### src/rtl/core/fscc_pkg.sv
// ----------------------------------------------------------------------------
// Flash save command controller package
// Shared types and constants: save types, flash modes, command bytes,
// chip identifiers and the state and action records of the command decoder.
// ----------------------------------------------------------------------------
`default_nettype none

package fscc_pkg;

    // Save memory type, as held in the configuration register
    localparam logic [1:0] SAVE_NONE     = 2'd0;
    localparam logic [1:0] SAVE_SRAM     = 2'd1;
    localparam logic [1:0] SAVE_FLASH64  = 2'd2;
    localparam logic [1:0] SAVE_FLASH128 = 2'd3;

    // Access kind
    localparam logic FUNC_READ  = 1'b0;
    localparam logic FUNC_WRITE = 1'b1;

    // Flash command state
    typedef enum logic [2:0] {
        MODE_READY = 3'd0,
        MODE_ERASE = 3'd1,
        MODE_ID    = 3'd2,
        MODE_PROG  = 3'd3,
        MODE_BANK  = 3'd4
    } flash_mode_t;

    // Unlock sequence progress
    localparam logic [1:0] STEP_IDLE = 2'd0;
    localparam logic [1:0] STEP_AA   = 2'd1;
    localparam logic [1:0] STEP_55   = 2'd2;

    // Command offsets
    localparam logic [15:0] OFS_UNLOCK1 = 16'h5555;
    localparam logic [15:0] OFS_UNLOCK2 = 16'h2AAA;
    localparam logic [15:0] OFS_BANK    = 16'h0000;

    // Command bytes
    localparam logic [7:0] CMD_UNLOCK1      = 8'hAA;
    localparam logic [7:0] CMD_UNLOCK2      = 8'h55;
    localparam logic [7:0] CMD_ID_ENTER     = 8'h90;
    localparam logic [7:0] CMD_RESET        = 8'hF0;
    localparam logic [7:0] CMD_ERASE_PREP   = 8'h80;
    localparam logic [7:0] CMD_PROGRAM      = 8'hA0;
    localparam logic [7:0] CMD_BANK_SWITCH  = 8'hB0;
    localparam logic [7:0] CMD_CHIP_ERASE   = 8'h10;
    localparam logic [7:0] CMD_SECTOR_ERASE = 8'h30;

    // Chip identifiers
    localparam logic [15:0] NO_IDENT    = 16'hFFFF;
    localparam logic [15:0] IDENT_64K   = 16'h1B32;
    localparam logic [15:0] IDENT_128K  = 16'h1362;

    // Erased byte, and the answer of writes and absent save memory
    localparam logic [7:0] ERASED_BYTE = 8'hFF;

    // Flash command state record
    typedef struct packed {
        flash_mode_t mode;
        logic [1:0]  unlock_step;
        logic [15:0] chip_ident;
        logic        active_bank;
    } flash_state_t;

    // Storage work requested by one flash write
    typedef struct packed {
        logic prog_we;
        logic prog_bank;
        logic chip_erase;
        logic sector_erase;
    } cmd_action_t;

endpackage

`default_nettype wire

### src/rtl/core/fscc_cmd.sv
// ----------------------------------------------------------------------------
// Flash command decoder
// Decodes one flash write against the current command state: unlock
// sequence, mode commands, byte program, erases and bank switch. Returns
// the next command state and the storage work to perform.
// ----------------------------------------------------------------------------
`default_nettype none

module fscc_cmd #(
    parameter int SECTOR_BYTES = 4096
) (
    input  wire logic [1:0]             save_type,
    input  wire logic [15:0]            address,
    input  wire logic [7:0]             write_data,
    input  wire fscc_pkg::flash_state_t cur_state,
    output fscc_pkg::flash_state_t      next_state,
    output fscc_pkg::cmd_action_t       action
);

    localparam logic [15:0] SECTOR_MASK = 16'(SECTOR_BYTES - 1);

    // Walk the command rules in priority order
    always_comb begin
        fscc_pkg::flash_mode_t mode;
        logic [1:0]            step;
        logic                  done;

        mode       = cur_state.mode;
        step       = cur_state.unlock_step;
        done       = 1'b0;
        next_state = cur_state;
        action     = '0;

        // Bare reset returns to ready regardless of unlock progress
        if (address == fscc_pkg::OFS_UNLOCK1 && write_data == fscc_pkg::CMD_RESET) begin
            mode = fscc_pkg::MODE_READY;
        end

        // Program: store the byte in the active bank
        if (mode == fscc_pkg::MODE_PROG) begin
            action.prog_we   = 1'b1;
            action.prog_bank = cur_state.active_bank;
            mode             = fscc_pkg::MODE_READY;
            step             = fscc_pkg::STEP_IDLE;
            done             = 1'b1;
        end

        if (!done && address == fscc_pkg::OFS_UNLOCK1) begin
            if (write_data == fscc_pkg::CMD_UNLOCK1 && step == fscc_pkg::STEP_IDLE) begin
                step = fscc_pkg::STEP_AA;
            end else begin
                // Take a command after a complete unlock
                if (step == fscc_pkg::STEP_55 &&
                    (mode == fscc_pkg::MODE_ID || mode == fscc_pkg::MODE_READY)) begin
                    unique case (write_data)
                        fscc_pkg::CMD_ID_ENTER: begin
                            mode = fscc_pkg::MODE_ID;
                            if (save_type == fscc_pkg::SAVE_FLASH64) begin
                                next_state.chip_ident = fscc_pkg::IDENT_64K;
                            end else if (save_type == fscc_pkg::SAVE_FLASH128) begin
                                next_state.chip_ident = fscc_pkg::IDENT_128K;
                            end
                        end
                        fscc_pkg::CMD_RESET: begin
                            mode                  = fscc_pkg::MODE_READY;
                            next_state.chip_ident = fscc_pkg::NO_IDENT;
                        end
                        fscc_pkg::CMD_ERASE_PREP:  mode = fscc_pkg::MODE_ERASE;
                        fscc_pkg::CMD_PROGRAM:     mode = fscc_pkg::MODE_PROG;
                        fscc_pkg::CMD_BANK_SWITCH: mode = fscc_pkg::MODE_BANK;
                        default: ;
                    endcase
                    step = fscc_pkg::STEP_IDLE;
                end
                // Chip erase keeps the erase-prepare mode
                if (mode == fscc_pkg::MODE_ERASE && step == fscc_pkg::STEP_55 &&
                    write_data == fscc_pkg::CMD_CHIP_ERASE) begin
                    action.chip_erase = 1'b1;
                    step              = fscc_pkg::STEP_IDLE;
                end
            end
        end else if (!done && address == fscc_pkg::OFS_UNLOCK2) begin
            if (step == fscc_pkg::STEP_AA && write_data == fscc_pkg::CMD_UNLOCK2) begin
                step = fscc_pkg::STEP_55;
            end
        end else if (!done && (address & SECTOR_MASK) == 16'd0 &&
                     mode == fscc_pkg::MODE_ERASE && step == fscc_pkg::STEP_55) begin
            if (write_data == fscc_pkg::CMD_SECTOR_ERASE) begin
                action.sector_erase = 1'b1;
                mode                = fscc_pkg::MODE_READY;
                step                = fscc_pkg::STEP_IDLE;
            end
        end else if (!done && address == fscc_pkg::OFS_BANK &&
                     mode == fscc_pkg::MODE_BANK) begin
            if (save_type == fscc_pkg::SAVE_FLASH128) begin
                next_state.active_bank = write_data[0];
            end
            mode = fscc_pkg::MODE_READY;
            step = fscc_pkg::STEP_IDLE;
        end

        next_state.mode        = mode;
        next_state.unlock_step = step;
    end

endmodule

`default_nettype wire

### config.mk
export PLATFORM = sky130hd
export DESIGN_NAME = fscc_cmd
export DESIGN_NICKNAME = d
export VERILOG_FILES = /design/src/rtl/core/fscc_pkg.sv /design/src/rtl/core/fscc_cmd.sv
export SDC_FILE = /design/constraint.sdc
export NUM_CORES = 1
export LEC_CHECK = 0
export ABC_AREA = 1
export BUFFER_PORTS_ARGS = -buffer_cell sky130_fd_sc_hd__buf_2
export CAP_MARGIN = 10
export CORE_UTILIZATION = 50
export DETAILED_ROUTE_END_ITERATION = 12
export PLACE_DENSITY = 0.86
export SLEW_MARGIN = 0
export SYNTH_ARGS = -nofsm -noshare
export SYNTH_HDL_FRONTEND = slang
export SYNTH_SLANG_ARGS = --single-unit
### constraint.sdc
create_clock -name vclk -period 1.6
set_clock_uncertainty 0.15 [all_clocks]
set_input_delay 0 -clock vclk [all_inputs]
set_output_delay 0 -clock vclk [all_outputs]
set_load 0.005 [all_outputs]
==> out/summary.txt, run 1 <==
IO buf count: 74
cells after synthesis: 316
largest net degree at the start of global routing: 18
sequential-to-total area share from yosys stat: 0
die width: 57.7 um
total grt overflow: 36
Avg Cell Area, Syn: 4.91 um^2
share of the synthesized area in the top cell type: 0.266
Die Span Y: 57.7 um
library cells used by synthesis: 30
GPL Wtd Cong: 0.899
area leader, netlist: nand2_1
stop err: [ERROR GRT-0232] Routing congestion too high. Check the congestion heatmap in the GUI.
Total Routing Usage GR: 0.698
GR repair worst EP: next_state[19]
run status: aborted with a tool error
top post-synthesis cells by area: nand2_1 27%, nand3_1 9.4%, inv_1 8.2%
Ports: 74
Worst EP kind: output port
placed cell area: 2250 um^2
Syn Nets: 364
row cnt: 19
failing step: global routing
initial cell density of the core: 0.543
Final HPWL DP: 4.14 mm
Syn Std Cell Area: 1550 um^2
YS warnings: 0
==> synthesized netlist by cell type, drive strengths merged <==
master,instances
a21oi,6
buf,8
clkbuf,3
inv,39
nand2,119
nand3,33
nand3b,1
nand4,16
nor2,37
nor3,3
nor3b,1
nor4,8
o2111ai,2
o211ai,8
o21ai,31
or2,1
==> logic make-up after synthesis <==
family	after synthesis	synth area share
AO/OA/AOI/OAI	47	0.169
buffers and inverters	50	0.142
AND/OR/NAND/NOR	219	0.688
==> repair_timing <==
item / CTS
hold buffers: 0
resized for setup: 54
cloned: 1
setup buffers: 8
pin swaps: 20
endpoints found under the setup margin: 24
==> layer usage <==
layer,overflow,track usage
met5,0,0
met3,0,0.438
met2,22,0.963
met4,13,0.776
met1,1,0.668
==> stage by stage <==
stage	hold slack, ns	utilization	setup slack, ns	setup TNS (ns)	instances
floorplan	-0.0793	-	0.123	0	316
detailed placement	0.150	0.790	-0.253	-3.92	452
global placement	0.146	0.790	-0.155	-2.52	452
CTS	0.151	0.874	-0.0560	-0.303	461
==> run 2: changes to the inputs <==
Settings changed: CORE_UTILIZATION 50 to 40, PLACE_DENSITY 0.86 to unset, PLACE_DENSITY_LB_ADDON set to 0.15.
==> out/summary.txt, run 2 <==
DR vias: 2501
static leakage: 1.35 nW
Final HPWL DP: 3.94 mm
max-slew violation count: 0
GPL Wtd Cong: 0.862
vias per inst: 5.17
CP cell instances: buf_8 > nor2_4 > nand2_2 > nor2_4 > nand3_4 > nand3_1 > nand2_1 > nor2_4 > buf_8 > buf_6 > nand2_2 > nand2_1 > nand2_1 > nand2_1 > buf_2
CP most frequent cell: nand2_1
Layout area overhead: 65.1%
Final setup viols: 22
CP Class: primary input to primary output
post-placement worst setup slack: -0.202 ns
Avg Cell Area, Syn: 4.91 um^2
Die Span Y: 64.3 um
min-delay src: cur_state[0]
Crit-path slowest cell: nor2_4
Worst Path Required: 1.45 ns
commonest non-fill, non-tap cells in the layout: 99 x nand2_1, 65 x buf_2, 51 x buf_4, 33 x inv_1, 28 x nand3_1
layout cell share with drive strength beyond 1: 0.415
register area: 0 um^2
final std cells w/o fill: 484
cells after synthesis: 316
Hold Path Depth: 4
Min-Delay Endpoint: action[2]
placed cell area: 2280 um^2
nets: 486
HP Class: primary input to primary output
initial DRC count: 206
Max-cap violations: 0
initial antenna violation count: 0
Hold Vio Cnt, Final: 0
Syn Nets: 364
share of the synthesized area in the top cell type: 0.266
run status: finished, violations left
RSZ-0062 raised after global routing: true
area leader, netlist: nand2_1
largest net degree at the start of global routing: 20
Max-slew headroom: 0.677
die width: 64.3 um
Syn Std Cell Area: 1550 um^2
Die ar.: 4130 um^2
ant diodes: 0
failing checks: setup timing
Total Routing Usage GR: 0.247
vias in the first global route: 2096
critical path's top delay family: simple AND/OR/NAND/NOR gates
Post-synth top cells: 110 x nand2_1, 34 x inv_1, 31 x nor2_1
P per Cell Area: 180 nW/um^2
period utilization: 1.07
sequential-to-total area share from yosys stat: 0
initial cell density of the core: 0.420
CP max FO: 7
Max Clock Freq: 585 MHz
row cnt: 22
final instance area: 2560 um^2
Final ANT Viol Nets: 0
CP peak stage delay: 0.18 ns
core area: 3690 um^2
library cells used by synthesis: 30
worst-margin pin slew: 0.480 ns
crit path buf inv count: 4
YS warnings: 0
count leader, synth: nand2_1
Peak VDD IR: 114 uV
total grt overflow: 0
commonest non-fill, non-tap cell in the layout: nand2_1
Setup crit start kind: primary input
clkbuf count: 0
wire length of the first global-routing pass: 8.60 mm
Period minus WS final: 1.71 ns
setup ws final: -0.110 ns
Ports: 74
crit end category: primary output
IO buf count: 74
routed len/inst: 11.1 um
drt total wl: 5.36 mm
drc violations: 0
Post-Place Cells: 475
FFs & Latches: 0
top post-synthesis cells by area: nand2_1 27%, nand3_1 9.4%, inv_1 8.2%
WP data arrival: 1.56 ns
DR pass1 iterations: 4
==> run 2: cell counts after synthesis <==
Identical to the previous run, type by type.
==> run 2: logic make-up after synthesis <==
kind of cell    count (synthesis)  synth area share
compound gates                 47             0.169
buf+inv                        50             0.142
simple gates                  219             0.688
==> run 2: metrics by stage <==
stage	power, mW	TNS (ns)	hold WS [ns]	utilization
after floorplan	0.190	0	-0.0793	-
after CTS	0.434	-0.111	0.150	0.665
after global routing	0.508	-4.52	0.168	0.694
final	0.462	-1.41	0.148	0.694
after global placement	0.392	-3.14	0.150	0.619
after detailed placement	0.396	-3.57	0.149	0.619
==> run 2: cell type report <==
type | count | area [um^2]
multi-input cells | 266 | 1450
fillers | 345 | 1130
repair buffers | 130 | 891
inverters | 39 | 154
well taps | 48 | 60.1
repair inverters | 1 | 6.26
==> run 2: repair_timing <==
action | CTS | global route
hold buffers | 0 | 0
cloned | 1 | 0
endpoints found under the setup margin | 23 | 24
gates resized for setup | 31 | 36
pin swaps | 22 | 18
buffers inserted | 6 | 2
==> run 2: tightest hold or removal path: stages <==
cell and delay, ns:
buf_2 0.11, inv_1 0.04, nor2_1 0.03, buf_2 0.11
==> run 2: metal layers <==
metal  vias up  wire, um  global-route usage
met5         -         0                   0
met4         0        93              0.0361
met3         9       285             0.00714
met2        82      2700               0.464
met1      1115      2280               0.313
li1       1295         -                   -
==> run 2: where the power goes <==
part	switching, mW	internal (mW)	total, mW
Clock	0	0	0
Sequential	0	0	0
Combinational	0.237	0.224	0.462
Total	0.237	0.224	0.462
==> run 2: how the worst max path moves through the flow <==
stage             startpoint             end  slack, ns  cells after the start
2_1_floorplan  write_data[1]  next_state[11]       0.12                     13
3_3_place_gp      address[5]  next_state[18]      -0.18                     14
3_5_place_dp      address[5]   next_state[7]      -0.20                     15
4_1_cts           address[3]   next_state[4]      -0.02                     15
5_1_grt           address[5]   next_state[1]      -0.25                     15
6_report          address[5]   next_state[1]      -0.11                     15
No activity file was read; power rests on OpenSTA's default activity.
